$ cat src/i2sn_pkg.sv
package i2sn_pkg;

   localparam int WIDTH          = 32;
   localparam int ENTRY_BITS     = 6;
   localparam int VALUE_BITS     = WIDTH + 1;
   localparam int POS_BITS       = $clog2(WIDTH + 2);
   localparam int REQ_TDATA_BITS = ((WIDTH + 7) / 8) * 8;
   localparam int RSP_TDATA_BITS = ((ENTRY_BITS + 7) / 8) * 8;
   localparam int QUEUE_DEPTH    = 2;
   localparam int QPTR_BITS      = (QUEUE_DEPTH > 1) ? $clog2(QUEUE_DEPTH) : 1;
   localparam int QCNT_BITS      = $clog2(QUEUE_DEPTH + 1);

   typedef struct packed {
      logic                         valid;
      logic signed [VALUE_BITS-1:0] value;
   } push_type;

endpackage

$ cat src/int_to_sparse_naf.sv
// Recodes a signed integer into non-adjacent form, one output word per
// nonzero digit, from the least significant position upward.
// The request channel takes one word per value in req_tdata. A zero value
// is accepted and produces no output words.
// Each output word carries the digit entry in rsp_tdata: the position p for
// a digit of +1, or -1-p for a digit of -1. rsp_tlast marks the most
// significant nonzero digit of the value.
// An accepted request is written into the queue, loaded into the recoder's
// value register once the recoder is idle, and then stepped over the zero
// digits below its lowest nonzero digit before its first output word is
// registered. Each recoder step covers two digit positions, or one where it
// passes a single zero just below a nonzero digit, so one value occupies the
// recoder for a loading step plus one step per pair or single zero passed.
// A two-word queue sits between the request side and the recoder, so new
// values are taken while a run is still being emitted.
// When the receiver stalls, the current output word holds and the recoder
// waits; requests are taken until the queue is full.
// Reset empties the queue and drops any run in progress.
module int_to_sparse_naf (
   input  logic                                clock,
   input  logic                                reset,
   input  logic                                req_tvalid,
   output logic                                req_tready,
   input  logic [i2sn_pkg::REQ_TDATA_BITS-1:0] req_tdata,  // value
   output logic                                rsp_tvalid,
   input  logic                                rsp_tready,
   output logic [i2sn_pkg::RSP_TDATA_BITS-1:0] rsp_tdata,  // entry
   output logic                                rsp_tlast
);

   i2sn_pkg::push_type                     push;
   logic                                   queue_full, pop_valid, pop;
   logic signed [i2sn_pkg::VALUE_BITS-1:0] pop_value;

   i2sn_front u_front (
      .req_tvalid (req_tvalid),
      .req_tdata  (req_tdata),
      .req_tready (req_tready),
      .queue_full (queue_full),
      .push       (push)
   );

   i2sn_queue u_queue (
      .clock     (clock),
      .reset     (reset),
      .push      (push),
      .full      (queue_full),
      .pop_valid (pop_valid),
      .pop_value (pop_value),
      .pop       (pop)
   );

   i2sn_back u_back (
      .clock      (clock),
      .reset      (reset),
      .pop_valid  (pop_valid),
      .pop_value  (pop_value),
      .pop        (pop),
      .rsp_tvalid (rsp_tvalid),
      .rsp_tdata  (rsp_tdata),
      .rsp_tlast  (rsp_tlast),
      .rsp_tready (rsp_tready)
   );

endmodule

$ cat src/i2sn_front.sv
module i2sn_front (
   input  logic                                  req_tvalid,
   input  logic [i2sn_pkg::REQ_TDATA_BITS-1:0]   req_tdata,
   output logic                                  req_tready,
   input  logic                                  queue_full,
   output i2sn_pkg::push_type                    push
);

   logic nonzero;

   // A zero value has no nonzero digit, so it is accepted and dropped here.
   assign nonzero    = |req_tdata[i2sn_pkg::WIDTH-1:0];
   assign req_tready = !queue_full;

   always_comb begin
      push.valid = req_tvalid && !queue_full && nonzero;
      push.value = {req_tdata[i2sn_pkg::WIDTH-1], req_tdata[i2sn_pkg::WIDTH-1:0]};
   end

endmodule

$ cat src/i2sn_queue.sv
module i2sn_queue (
   input  logic                                      clock,
   input  logic                                      reset,
   input  i2sn_pkg::push_type                        push,
   output logic                                      full,
   output logic                                      pop_valid,
   output logic signed [i2sn_pkg::VALUE_BITS-1:0]    pop_value,
   input  logic                                      pop
);

   logic signed [i2sn_pkg::VALUE_BITS-1:0] store_ff [i2sn_pkg::QUEUE_DEPTH];
   logic [i2sn_pkg::QPTR_BITS-1:0] wr_ptr_ff, wr_ptr_in;
   logic [i2sn_pkg::QPTR_BITS-1:0] rd_ptr_ff, rd_ptr_in;
   logic [i2sn_pkg::QCNT_BITS-1:0] count_ff, count_in;
   logic                           do_push, do_pop;

   function automatic logic [i2sn_pkg::QPTR_BITS-1:0] next_ptr(
      input logic [i2sn_pkg::QPTR_BITS-1:0] ptr);
      if (ptr == i2sn_pkg::QPTR_BITS'(i2sn_pkg::QUEUE_DEPTH - 1)) begin
         return '0;
      end
      return ptr + 1'b1;
   endfunction

   assign full      = (count_ff == i2sn_pkg::QCNT_BITS'(i2sn_pkg::QUEUE_DEPTH));
   assign pop_valid = (count_ff != '0);
   assign pop_value = store_ff[rd_ptr_ff];
   assign do_push   = push.valid && !full;
   assign do_pop    = pop && pop_valid;

   always_comb begin
      wr_ptr_in = do_push ? next_ptr(wr_ptr_ff) : wr_ptr_ff;
      rd_ptr_in = do_pop ? next_ptr(rd_ptr_ff) : rd_ptr_ff;
      count_in  = count_ff;
      if (do_push && !do_pop) begin
         count_in = count_ff + 1'b1;
      end else if (do_pop && !do_push) begin
         count_in = count_ff - 1'b1;
      end
   end

   always_ff @(posedge clock) begin
      if (reset) begin
         wr_ptr_ff <= '0;
         rd_ptr_ff <= '0;
         count_ff  <= '0;
      end else begin
         wr_ptr_ff <= wr_ptr_in;
         rd_ptr_ff <= rd_ptr_in;
         count_ff  <= count_in;
      end
   end

   always_ff @(posedge clock) begin
      if (do_push) begin
         store_ff[wr_ptr_ff] <= push.value;
      end
   end

endmodule

$ cat src/i2sn_back.sv
module i2sn_back (
   input  logic                                      clock,
   input  logic                                      reset,
   input  logic                                      pop_valid,
   input  logic signed [i2sn_pkg::VALUE_BITS-1:0]    pop_value,
   output logic                                      pop,
   output logic                                      rsp_tvalid,
   output logic [i2sn_pkg::RSP_TDATA_BITS-1:0]       rsp_tdata,
   output logic                                      rsp_tlast,
   input  logic                                      rsp_tready
);

   logic signed [i2sn_pkg::VALUE_BITS-1:0] v_ff, v_in, v_adj, v_step;
   logic [i2sn_pkg::POS_BITS-1:0]          pos_ff, pos_in, pos_step;
   logic                                   busy_ff, busy_in;
   logic                                   rsp_valid_ff, rsp_valid_in;
   logic [i2sn_pkg::ENTRY_BITS-1:0]        entry_ff, entry_in, pos_entry;
   logic                                   last_ff, last_in;
   logic                                   advance, odd, minus;

   assign advance = !rsp_valid_ff || rsp_tready;
   assign pop     = !busy_ff && pop_valid;
   assign odd     = v_ff[0];
   assign minus   = v_ff[1];
   assign pos_entry = i2sn_pkg::ENTRY_BITS'(pos_ff);

   // A nonzero digit is always followed by a zero, so each step covers two
   // positions unless it skips a single zero.
   always_comb begin
      v_adj    = minus ? v_ff + 1'b1 : v_ff - 1'b1;
      v_step   = v_ff >>> 1;
      pos_step = pos_ff + 1'b1;
      if (odd) begin
         v_step   = v_adj >>> 2;
         pos_step = pos_ff + 2'd2;
      end else if (!v_ff[1]) begin
         v_step   = v_ff >>> 2;
         pos_step = pos_ff + 2'd2;
      end
   end

   always_comb begin
      v_in         = v_ff;
      pos_in       = pos_ff;
      busy_in      = busy_ff;
      rsp_valid_in = rsp_valid_ff;
      entry_in     = entry_ff;
      last_in      = last_ff;
      if (pop) begin
         v_in    = pop_value;
         pos_in  = '0;
         busy_in = 1'b1;
      end else if (busy_ff && advance) begin
         v_in    = v_step;
         pos_in  = pos_step;
         busy_in = (v_step != '0);
      end
      if (advance) begin
         rsp_valid_in = busy_ff && odd;
         entry_in     = minus ? ~pos_entry : pos_entry;
         last_in      = (v_step == '0);
      end
   end

   always_ff @(posedge clock) begin
      if (reset) begin
         busy_ff      <= 1'b0;
         rsp_valid_ff <= 1'b0;
      end else begin
         busy_ff      <= busy_in;
         rsp_valid_ff <= rsp_valid_in;
      end
   end

   always_ff @(posedge clock) begin
      v_ff     <= v_in;
      pos_ff   <= pos_in;
      entry_ff <= entry_in;
      last_ff  <= last_in;
   end

   assign rsp_tvalid = rsp_valid_ff;
   assign rsp_tdata  = i2sn_pkg::RSP_TDATA_BITS'(entry_ff);
   assign rsp_tlast  = last_ff;

   a_busy_nonzero: assert property (@(posedge clock) disable iff (reset)
      busy_ff |-> (v_ff != '0))
      else $error("run in progress with nothing left to recode");

   a_inner_word_busy: assert property (@(posedge clock) disable iff (reset)
      (rsp_valid_ff && !last_ff) |-> busy_ff)
      else $error("non-final word waiting after the run has ended");

   a_pos_bound: assert property (@(posedge clock) disable iff (reset)
      busy_ff |-> (pos_ff <= i2sn_pkg::POS_BITS'(i2sn_pkg::WIDTH - 1)))
      else $error("digit position beyond the top of the value");

endmodule
$ cat config.mk
export PLATFORM = sky130hd
export DESIGN_NAME = int_to_sparse_naf
export DESIGN_NICKNAME = d
export VERILOG_FILES = /design/src/i2sn_pkg.sv /design/src/int_to_sparse_naf.sv /design/src/i2sn_front.sv /design/src/i2sn_queue.sv /design/src/i2sn_back.sv
export SDC_FILE = /design/constraint.sdc
export NUM_CORES = 1
export LEC_CHECK = 0
export ABC_AREA = 1
export BUFFER_PORTS_ARGS = -buffer_cell sky130_fd_sc_hd__buf_4
export CAP_MARGIN = 20
export CORE_MARGIN = 2
export CORE_UTILIZATION = 65
export CTS_CLUSTER_DIAMETER = 30
export DETAILED_ROUTE_END_ITERATION = 8
export PLACE_DENSITY = 0.95
export SLEW_MARGIN = 25
export SYNTH_ARGS = -nofsm -noshare
export SYNTH_HDL_FRONTEND = slang
export SYNTH_SLANG_ARGS = --single-unit
export TNS_END_PERCENT = 50
$ cat constraint.sdc
create_clock -name clock -period 8.78 [get_ports clock]
set_clock_uncertainty 0.1 [all_clocks]
set_input_delay 0.878 -clock clock [delete_from_list [all_inputs] [get_ports clock]]
set_output_delay 0.878 -clock clock [all_outputs]
set_load 0.02 [all_outputs]
=== Word level (Yosys, flattened, before mapping) ===
Memories as Yosys holds them, arrays and structs flattened. A register that Yosys moved wholly into a read port is not among the register bits.
Cells that the tools add are included.
Widths: inputs -> output; s select.

* Register bits: 52
* RAM bits: 66
* Input port bits: 36
* Output and inout bits: 11
* Word-level logic and storage cells: 63
* Memories kept: 1

* Add/subtract/negate cells: 8
* Equal/unequal tests: 1
* Muxes and demuxes: 22
* Bitwise gates (word level): 1
* Reductions and logical operators: 21

{| class="wikitable"
|+ Memory list
! memory !! depth !! width !! read ports !! clocked after memory_dff !! write ports !! RTL line !! RTL
|-
| u_queue.store_ff || 2 || 33 || 1 || 1 || 1 || i2sn_queue.sv:11 || <nowiki>logic signed [i2sn_pkg::VALUE_BITS-1:0] store_ff [i2sn_pkg::QUEUE_DEPTH];</nowiki>
|}

{| class="wikitable"
|+ Operators by type and width
! operator !! number
|-
| $mux 33 || 4
|-
| $add 33x1->33 const B || 1
|-
| $logic_not 33->1 || 1
|-
| $reduce_bool 33->1 || 1
|-
| $sub 33x1->33 const B || 1
|-
| $reduce_or 32->1 || 1
|-
| $mux 31 || 1
|-
| $mux 6 || 3
|-
| $mux 1 || 12
|-
| $logic_and 1x1->1 || 9
|-
| $add 6x1->6 const B || 1
|-
| $add 6x2->6 const B || 1
|-
| $not 6->6 || 1
|-
| $reduce_bool 2->1 || 3
|-
| $logic_not 1->1 || 5
|-
| $mux 2 || 2
|-
| $add 1x1->1 const B || 2
|-
| $add 2x1->2 const B || 1
|-
| $eq 2x2->1 const B || 1
|-
| $sub 2x1->2 const B || 1
|-
| $logic_or 1x1->1 || 1
|}

=== Depth between registers and ports, before layout ===
Gate-level depths: netlist (run 1).

* Depth in word-level cells: 9
* Depth in mapped cells: 24
* Mapped depth without buffers: 21

=== Cells and area by module ===
From an unflattened synthesis (run 1), not the netlist that was laid out.

* Cells, all modules: 1106
* Area, all modules: 8577.0 um^2

{| class="wikitable"
|+ By module, submodules not included
! module !! times used !! cells each !! area an instance (um^2) !! seq. area each (um^2)
|-
| i2sn_back || 1 || 899 || 5420.2 || 1361.3
|-
| i2sn_queue || 1 || 140 || 2781.4 || 2082.0
|-
| i2sn_front || 1 || 67 || 375.4 || 0.0
|}

=== Worst setup path before layout (run 1) ===
No wires, ideal clock.

* Kind: input to register
* Start point: input req_tdata[2] (netlist bit)
* End point: memory u_queue.store_ff[1][0] (netlist bit), enable pin
* Library setup time: 423 ps
* Arrival time: 2623 ps
* Data required time: 8257 ps
* Slack: 5634 ps
* Cell stages on the path: 6
* Buffers on the path: 0
* Cells stage by stage: nor4_1 > nand4_1 > nor2_1 > nor2_1 > inv_1 > nor2_1

* Longest elaborated chain between the ends: 5

{| class="wikitable"
|+ RTL lines
! what !! RTL line !! RTL
|-
| start: declaration || int_to_sparse_naf.sv:24 || <nowiki>input logic [i2sn_pkg::REQ_TDATA_BITS-1:0] req_tdata,</nowiki>
|-
| $reduce_or 32->1 || i2sn_front.sv:12 || <nowiki>assign nonzero = |req_tdata[i2sn_pkg::WIDTH-1:0];</nowiki>
|-
| $logic_and 1x1->1 || i2sn_front.sv:16 || <nowiki>push.valid = req_tvalid && !queue_full && nonzero;</nowiki>
|-
| $logic_and 1x1->1 || i2sn_queue.sv:28 || <nowiki>assign do_push = push.valid && !full;</nowiki>
|-
| net u_queue.do_push || i2sn_queue.sv:15 || <nowiki>logic do_push, do_pop;</nowiki>
|-
| $mux 1 || i2sn_queue.sv:55 || <nowiki>if (do_push) begin</nowiki>
|-
| $mux 1 (implied by the code) || i2sn_queue.sv:56 || <nowiki>store_ff[wr_ptr_ff] <= push.value;</nowiki>
|-
| end: declaration || i2sn_queue.sv:11 ||
|}

The timed path passes the listed nets, and every way through them passes these cells.

=== Worst setup path in the final report (run 1) ===
* Start point: register u_back.v_ff[1] (netlist bit)
* End point: register u_back.last_ff, in the netlist u_back.rsp_tlast, data pin

* Longest elaborated chain between the ends: 4
* Elaborated cells on any way between the ends: 6
* Classes of those cells: 2 x add/sub; 3 x mux; 1 x reduce/logical

{| class="wikitable"
|+ RTL lines
! what !! RTL line !! RTL
|-
| start: declaration || i2sn_back.sv:13 || <nowiki>logic signed [i2sn_pkg::VALUE_BITS-1:0] v_ff, v_in, v_adj, v_step;</nowiki>
|-
| start signal: assignment || i2sn_back.sv:76 || <nowiki>v_ff <= v_in;</nowiki>
|-
| $sub 33x1->33 or $add 33x1->33 (tied branches) || i2sn_back.sv:30 || <nowiki>v_adj = minus ? v_ff + 1'b1 : v_ff - 1'b1;</nowiki>
|-
| $mux 33 || i2sn_back.sv:30 ||
|-
| $mux 33 * || i2sn_back.sv:33 || <nowiki>if (odd) begin</nowiki>
|-
| $logic_not 33->1 * || i2sn_back.sv:61 || <nowiki>last_in = (v_step == '0);</nowiki>
|-
| end signal: assignment || i2sn_back.sv:79 || <nowiki>last_ff <= last_in;</nowiki>
|-
| end: declaration || i2sn_back.sv:18 || <nowiki>logic last_ff, last_in;</nowiki>
|}

Mark *: on every way between the ends. The rest lies on a longest branch, timed or not.
A chain may end at the register's enable or synchronous reset.

==> impl_metrics.csv, run 1 <==
group,metric,value,unit
setup_path,arrival,4560,ps
detailed_routing,drc_errors,0,
timing,fin_ws,4350,ps
synthesis,synth-main-ff-cell,"edfxtp_1",
final_layout,design_area,8940,µm²
timing,tns,0,ps
final_layout,diodes,0,
run_status,status,"completed",
die,die_y,114,µm
synthesis,yosysTopAreaCell,"edfxtp_1",
synthesis,syn_area,7860,µm²
synthesis,ys_seq_elements,116,
grt,overflow,0,
hold_path,hold_path_class,"flop to flop",
setup_path,cpLargestDelayFamily,"simple AND/OR/NAND/NOR gates",
setup_path,crit_top_cell,"nand2_1",
detailed_routing,dr.pass1.iters,8,
setup_path,slowest_delay,790,ps
final_layout,area_growth,13.7,%
grt,groute.usage.overall,38.8,%
grt,grt_pass1_vias,7511,
setup_path,worst_setup_path_end_kind,"flop",
cts,clk_latency,420,ps
die,die_w,114,µm
detailed_routing,first_iter_violations,1390,
grt,antenna_found_initial,0,
cts,cts_max_level,4,
timing,rsz0062_at_grt,"false",
setup_path,path_cells,"buf_4, inv_2, ha_1, nand2_1, inv_1, nand2_1, nand2_1, inv_1, nand3_1, nand2_1, nand3_1, nand2_1, nand2_1, nor2_1, nand3_1, nor3_1, nand3_1, nor2_1",
die,initial_core_util,66.0,%
detailed_routing,viasPerCell,6.31,
timing,relSlewSlack,30.5,%
setup_path,critical_path_class,"flop to flop",
detailed_routing,wl,24.9,mm
grt,grt_max_degree,70,
cts,clock-sinks,116,
cts,post_cts_buffers,0,
die,row_count,40,
timing,finalCriticalPeriod,4430,ps
synthesis,synth_cell_type_count,38,
synthesis,ys_seq_area_share,42.6,%
synthesis,yosysMostFrequentCell,"nand2_1",
die,design.core.area,11900,µm²
timing,timing.fmax,226,MHz
cts,cts_made_buffers,17,
detailed_routing,via_count,8139,
placement,port_buffers,44,
synthesis,avgSynthCellArea,7.23,µm²
placement,gp_congestion,1.04,
setup_path,cp_slowest_cell,"inv_2",
setup_path,crit_fanout,54,
setup_path,worstPathRequired,8910,ps
synthesis,async_flop_share,0,%
flow_run,drv_cap,0,
timing,finalMaxSlewViolations,0,
cts,cts_tree,"yes",
detailed_routing,ant_nets,0,
cts,clock-root-buffer,"clkbuf_16",
synthesis,synth_edf_count,103,
timing,fin_crit_sh,50.5,%
setup_path,critPathBufInv,4,
final_layout,final_nets,1202,
setup_path,critPathLaunchType,"flop",
synthesis,syn_inst,1087,
cts,clkSlewWorstSetupHoldPaths,60,ps
timing,worstMarginPinSlew,1040,ps
placement,dp_hpwl,15.5,mm
synthesis,synth_top_area_share,39.3,%
placement,place_ws,4970,ps
detailed_routing,wire_per_inst,19.3,µm
die,dieArea,13000,µm²
final_layout,multi_input_area,3700,µm²
synthesis,synth_commonest_cells,"nand2_1, inv_1, nor2_1, edfxtp_1, nand3_1",
cts,holdBufCountCts,0,
placement,dpl_cell_area,8310,µm²
synthesis,ys_top_cells_by_area,"edfxtp_1, nand2_1, inv_1",
final_layout,drive_gt1_share,9.19,%
timing,finalHoldViolCount,0,
timing,finalSetupViolCount,0,
final_layout,nFillCells,738,
die,boundaryPins,47,
final_layout,utilization,75.1,%
cts,cts.path.max_buffers,2,
cts,cts_resized,0,
grt,grt_pass1_wl,38.5,mm
synthesis,yosys_warnings,0,
final_layout,seq_area,3350,µm²
## registers in the layout (all words and copies together), names as in the netlist, named ones only
register and cells:
u_queue.rd_ptr_ff 1, u_queue.store_ff 64, u_back.v_ff 32, u_back.busy_ff 1, u_back.entry_ff 6, u_back.rsp_tvalid 1, u_back.rsp_tlast 1, u_queue.count_ff 2
u_queue.wr_ptr_ff 1, u_back.pos_entry 6
## metrics by stage
| stage | hold WS, ps | instances |
|---|---|---|
| after floorplan | 325 | 1088 |
| after CTS | 373 | 1290 |
| after global placement | 330 | 1258 |
| after detailed placement | 361 | 1258 |
| final | 387 | 1290 |
| after global routing | 403 | 1290 |
## per-layer routing
layer / part of all wire (%) / GRT usage [%] / wire length, µm / vias to the layer above
met5: 0 / 0 / 0 / -
met4: 5.6 / 18.5 / 1390 / 0
met3: 14 / 9.72 / 3570 / 173
met2: 46 / 62.7 / 11300 / 755
met1: 34 / 49.3 / 8580 / 3585
li1: - / - / - / 3626
## layout make-up
class,count,share of cell area (%)
inverter,184,7.73
clock inverter,13,2.06
clock buffer,19,4.95
tap,147,2.06
sequential,116,37.5
multi-input combinational,760,41.4
timing repair buffer,51,4.28
## final timing paths
kind	start	cells after the start	to	slack [ps]
setup reg to reg	u_back.v_ff[1]	18	u_back.rsp_tlast	4350
setup / recovery	u_back.v_ff[1]	18	u_back.rsp_tlast	4350
hold / removal	u_queue.rd_ptr_ff	1	u_queue.rd_ptr_ff	390
hold reg to reg	u_queue.rd_ptr_ff	1	u_queue.rd_ptr_ff	390
## kinds of logic (layout without fill, tap and decap cells)
logic type / Yosys count / in the layout / share of synthesized area [%]
buffers and inverters: 212 / 267 / 10.5
other: 1 / 2 / 0.0477
and+or+nand+nor: 593 / 593 / 31.6
adders and majority gates: 36 / 36 / 5.73
xor gates and xnor gates: 6 / 6 / 0.668
DFF: 116 / 116 / 42.6
AOI/OAI and AO/OA: 123 / 123 / 8.83
## layout by cell type, fill, tap and decap left out, drive strengths merged, types with 7 or more instances in the layout
master and n:
inv 184, nor2 109, clkbuf 19, o21ai 28
clkinv 7, buf 51, ha 36, nand2 372
o22ai 8, dfxtp 13, nand3 72, edfxtp 103
a21oi 44, a31oi 33, nor4 8, nand4 15
nor3 10
Power of run 1 is not shown: default switching activity piles up to over one toggle a cycle in this logic, so the estimate is an artifact.
==> run 2: changes to the inputs <==
Settings changed: CORE_UTILIZATION 65 to 56, PLACE_DENSITY 0.95 to 0.89.
Clock period 8.78 ns to 3.8 ns, I/O delays scaled along.
==> run 2 against run 1 <==
Net effect:
- utilization fell by 9.9 points
- worst setup slack got worse by 3900 ps
- sequential share of layout area fell by 0.14 points
- global-route usage fell by 10 points
- cell count rose by 2.7%
- via count fell by 8.7%
- non-clock buffer count rose by 3
- wire length fell by 17%
- count of clock-buffer cells in the layout rose by 1
- die area rose by 15%
- critical path type unchanged
==> impl_metrics.csv, run 2 (synthesis results as in run 1) <==
group,metric,value,unit
die,die_w,122,µm
setup_path,r2r_end,"u_back.rsp_tlast",
grt,antenna_found_initial,0,
flow_run,drv_cap,0,
grt,use_met1,38.0,%
final_layout,final_cell_mix,"nand2_1, inv_1, edfxtp_1",
cts,clock-root-buffer,"clkbuf_16",
setup_path,path_cells,"inv_2, ha_1, nand2_1, inv_1, nand2_1, nand2_1, nand2_1, nand3_1, nand2_1, nand3_1, nand2_1, nand2_1, nor2_1, nand3_1, nor3_1, nand3_1, nor2_1",
final_layout,reg_top3,"u_queue.store_ff (64), u_back.v_ff (32)",
cts,cts_max_level,4,
final_layout,drive_gt1_share,9.00,%
timing,relSlewSlack,33.9,%
grt,overflow,0,
grt,grt_pass1_wl,33.4,mm
setup_path,worst_r2r_path_depth,17,
final_layout,largest_reg_flops,64,
setup_path,r2r-start,"u_back.v_ff[1]",
timing,tns,0,ps
timing,finalCriticalPeriod,3320,ps
cts,post_cts_buffers,0,
detailed_routing,viasPerCell,5.61,
cts,clkSlewWorstSetupHoldPaths,50,ps
die,initial_core_util,57.1,%
setup_path,critPathBufInv,2,
detailed_routing,drc_errors,0,
placement,gp_congestion,0.989,
cts,cts.path.max_buffers,2,
detailed_routing,wl,20.7,mm
grt,gr-max-usage-layer,"met2",
setup_path,critical_path_class,"flop to flop",
timing,finalMaxSlewViolations,0,
die,boundaryPins,47,
detailed_routing,first_iter_violations,1161,
setup_path,worstPathRequired,3970,ps
detailed_routing,via_count,7432,
timing,finalSetupViolCount,0,
detailed_routing,wire_per_inst,15.6,µm
run_status,status,"completed",
setup_path,cp_slowest_cell,"inv_2",
die,dieArea,15000,µm²
grt,met3_usage,4.60,%
cts,cts_resized,0,
final_layout,top_register,"u_queue.store_ff",
setup_path,cpLargestDelayFamily,"simple AND/OR/NAND/NOR gates",
timing,fin_crit_sh,87.4,%
setup_path,arrival,3490,ps
cts,holdBufCountCts,0,
cts,cts_tree,"yes",
detailed_routing,dr.pass1.iters,6,
placement,port_buffers,44,
hold_path,hold_end,"u_back.rsp_tvalid",
final_layout,area_growth,14.1,%
timing,finalHoldViolCount,0,
cts,clock-sinks,116,
hold_path,hp-start,"reset",
timing,worstMarginPinSlew,990,ps
setup_path,worst_setup_path_end_kind,"flop",
setup_path,crit_top_cell,"nand2_1",
detailed_routing,ant_nets,0,
die,die_y,122,µm
grt,grt_max_degree,70,
setup_path,crit_fanout,33,
grt,grt_pass1_vias,6874,
setup_path,critPathLaunchType,"flop",
setup_path,cp.depth,17,
die,row_count,43,
grt,use_met2,47.6,%
timing,timing.fmax,301,MHz
final_layout,final_nets,1205,
hold_path,hold_path_class,"primary input to flop",
cts,cts_made_buffers,17,
grt,groute.usage.overall,28.8,%
timing,rsz0062_at_grt,"false",
setup_path,critPathLaunch,"u_back.v_ff[1]",
cts,clk_latency,410,ps
hold_path,min_path_cells,2,
placement,dp_hpwl,14.7,mm
final_layout,final_common_cell,"nand2_1",
setup_path,slowest_delay,500,ps
die,design.core.area,13800,µm²
final_layout,diodes,0,
setup_path,regToRegSetupSlack,480,ps
==> run 2: cell types whose count changed in the layout (fill, tap and decap cells not counted) <==
cell | previous run | this run
clkinv_4 | 4 | 1
clkbuf_8 | 1 | 0
clkinv_2 | 2 | 1
buf_4 | 51 | 54
clkinv_1 | 1 | 3
clkbuf_1 | 1 | 3
==> run 2: per-stage QoR <==
| step | util (%) | instances | cell area [µm²] | hold slack [ps] | worst slack [ps] |
|---|---|---|---|---|---|
| finish | 65.2 | 1325 | 8970 | 47.5 | 477 |
| global route | 65.2 | 1325 | 8970 | 39.9 | 278 |
| CTS | 65.2 | 1325 | 8970 | 35.3 | 569 |
| detailed placement | 60.8 | 1294 | 8380 | 340 | 581 |
| global placement | 60.8 | 1294 | 8380 | 330 | 625 |
| floorplan | - | 1088 | 7870 | 325 | 678 |
==> run 2: area by class of cell <==
class                           instances  area, µm²
Inverter                              184        691
Tap cell                              180        225
Fill cell                            1105       4800
Timing Repair Buffer                   54        405
Clock inverter                         11        160
Sequential cell                       116       3350
Multi-Input combinational cell        760       3700
Clock buffer                           20        437
==> run 2: worst reg2reg max path, stage by stage (launching register included) <==
cell and delay, ps:
edfxtp_1 390, inv_2 500, ha_1 420, nand2_1 130, inv_1 50, nand2_1 120, nand2_1 70, nand2_1 80
nand3_1 140, nand2_1 90, nand3_1 130, nand2_1 110, nand2_1 60, nor2_1 230, nand3_1 120, nor3_1 230
nand3_1 100, nor2_1 110
==> run 2: worst max-delay path by stage <==
stage	endpoint	slack, ps
floorplan	u_back.rsp_tlast	680
global placement	u_back.rsp_tlast	620
detailed placement	u_back.rsp_tlast	580
CTS	u_back.rsp_tlast	570
global route	u_back.rsp_tlast	280
finish	u_back.rsp_tlast	480
==> run 2: metal layers <==
layer	wire, µm	share of wire, %
met3	1990	9.6
met1	8400	41
met5	0	0
met2	9560	46
met4	727	3.5
Power of run 2 is left out for the same reason.
==> run 3: changes to the inputs <==
Settings changed: CORE_UTILIZATION 56 to 58, CTS_BUF_LIST set to sky130_fd_sc_hd__clkbuf_8, PLACE_DENSITY 0.89 to 0.92.
==> run 3 against run 2 <==
Net effect:
- critical path depth did not move
- critical endpoint unchanged
- maximum frequency barely moved
- highest routed layer unchanged
- register-to-register slack barely moved
==> impl_metrics.csv, run 3 (synthesis results as in run 1) <==
group,metric,value,unit
final_layout,top_register,"u_queue.store_ff",
hold_path,hp-start,"req_tdata[24]",
placement,port_buffers,44,
cts,cts_resized,0,
final_layout,reg_top3,"u_queue.store_ff (64), u_back.v_ff (32)",
die,die_w,120,µm
final_layout,largest_reg_flops,64,
grt,grt_pass1_wl,32.4,mm
cts,holdBufCountCts,1,
die,design.core.area,13200,µm²
cts,cts_made_buffers,17,
cts,clk_latency,420,ps
setup_path,worst_r2r_path_depth,17,
flow_run,drv_cap,0,
setup_path,worst_setup_path_end_kind,"flop",
setup_path,critPathLaunchType,"flop",
setup_path,arrival,3500,ps
cts,clock-sinks,116,
timing,finalMaxSlewViolations,0,
hold_path,min_path_cells,1,
detailed_routing,first_iter_violations,1059,
setup_path,slowest_delay,500,ps
die,dieArea,14500,µm²
cts,clkSlewWorstSetupHoldPaths,60,ps
setup_path,worstPathRequired,3980,ps
placement,place_ws,553,ps
setup_path,r2r_end,"u_back.rsp_tlast",
final_layout,nFillCells,1056,
setup_path,critical_path_class,"flop to flop",
timing,fin_ws,475,ps
cts,clock-root-buffer,"clkbuf_8",
timing,relSlewSlack,34.9,%
cts,cts.path.max_buffers,2,
detailed_routing,dr.pass1.iters,6,
setup_path,crit_fanout,35,
grt,antenna_found_initial,0,
timing,timing.fmax,301,MHz
final_layout,drive_gt1_share,8.90,%
setup_path,r2r-start,"u_back.v_ff[1]",
timing,rsz0062_at_grt,"false",
placement,gp_congestion,0.967,
final_layout,final_nets,1205,
die,initial_core_util,59.4,%
setup_path,crit_top_cell,"nand2_1",
detailed_routing,wire_per_inst,15.1,µm
timing,fin_crit_sh,87.5,%
timing,finalSetupViolCount,0,
die,die_y,120,µm
setup_path,cpLargestDelayFamily,"simple AND/OR/NAND/NOR gates",
final_layout,final_cell_mix,"nand2_1, inv_1, edfxtp_1",
detailed_routing,ant_nets,0,
run_status,status,"completed",
setup_path,critPathBufInv,2,
grt,overflow,0,
grt,grt_pass1_vias,6782,
hold_path,hold_end,"u_queue.store_ff[0][24]",
timing,finalCriticalPeriod,3320,ps
detailed_routing,drc_errors,0,
cts,cts_tree,"yes",
timing,tns,0,ps
detailed_routing,viasPerCell,5.56,
final_layout,final_common_cell,"nand2_1",
die,boundaryPins,47,
detailed_routing,via_count,7356,
setup_path,cp_slowest_cell,"inv_2",
placement,dp_hpwl,14.7,mm
cts,cts_max_level,4,
final_layout,area_growth,11.4,%
setup_path,path_cells,"inv_2, ha_1, nand2_1, inv_1, nand2_1, nand2_1, nand2_1, nand3_1, nand2_1, nand3_1, nand2_1, nand2_1, nor2_1, nand3_1, nor3_1, nand3_1, nor2_1",
cts,post_cts_buffers,0,
hold_path,hold_path_class,"primary input to flop",
setup_path,regToRegSetupSlack,480,ps
timing,worstMarginPinSlew,975,ps
grt,grt_max_degree,70,
grt,groute.usage.overall,28.5,%
timing,finalHoldViolCount,0,
final_layout,diodes,0,
die,row_count,42,
detailed_routing,wl,20.0,mm
-- run 3: cell types whose count changed in the layout (fill, tap and decap cells not counted) --
| cell | change |
|---|---|
| buf_4 | -1 |
| bufinv_16 | -1 |
| clkbuf_1 | -3 |
| clkbuf_16 | -17 |
| clkbuf_8 | +17 |
| clkinv_2 | +1 |
| dlygate4sd3_1 | +1 |
| inv_1 | +4 |
-- run 3: worst max-delay path by stage --
stage	endpoint	from	depth (start not counted)	slack (ps)
finish	u_back.rsp_tlast	u_back.v_ff[1]	17	480
global placement	u_back.rsp_tlast	u_back.v_ff[1]	17	550
global route	u_back.rsp_tlast	u_back.v_ff[1]	17	300
CTS	u_back.rsp_tlast	u_back.v_ff[1]	17	580
detailed placement	u_back.rsp_tlast	u_back.v_ff[1]	17	550
floorplan	u_back.rsp_tlast	u_back.v_ff[1]	20	680
-- run 3: layer usage --
| metal | share of wire (%) | global-route usage (%) | vias to the layer above |
|---|---|---|---|
| met5 | 0 | 0 | - |
| met4 | 2.8 | 10.5 | 0 |
| met3 | 10 | 3.82 | 53 |
| met2 | 47 | 47.3 | 424 |
| met1 | 40 | 38.3 | 3249 |
| li1 | - | - | 3630 |
-- run 3: cell type report --
type	count	area [µm²]	area share [%]
flip-flops and latches	116	3350	38.3
multi-input cells	760	3700	42.3
repair buffers	54	408	4.66
inverters	184	691	7.89
well taps	176	220	2.51
clock buffers	17	234	2.67
clock inverters	15	150	1.71
-- run 3: worst register-to-register path, stage by stage, from the launching register on --
cell,delay (ps)
edfxtp_1,400
inv_2,500
ha_1,400
nand2_1,130
inv_1,40
nand2_1,110
nand2_1,60
nand2_1,80
nand3_1,150
nand2_1,90
nand3_1,140
nand2_1,100
nand2_1,50
nor2_1,240
nand3_1,150
nor3_1,240
nand3_1,110
nor2_1,110
-- run 3: per-stage QoR --
step	hold slack, ps	utilization, %	cell area [µm²]	cells
2_1_floorplan	325	-	7870	1088
6_report	53.9	66.1	8760	1322
5_1_grt	33.6	66.1	8760	1322
3_5_place_dp	343	63.2	8360	1289
3_3_place_gp	329	63.2	8360	1289
4_1_cts	30.0	66.1	8760	1322
Power of run 3 is left out for the same reason.
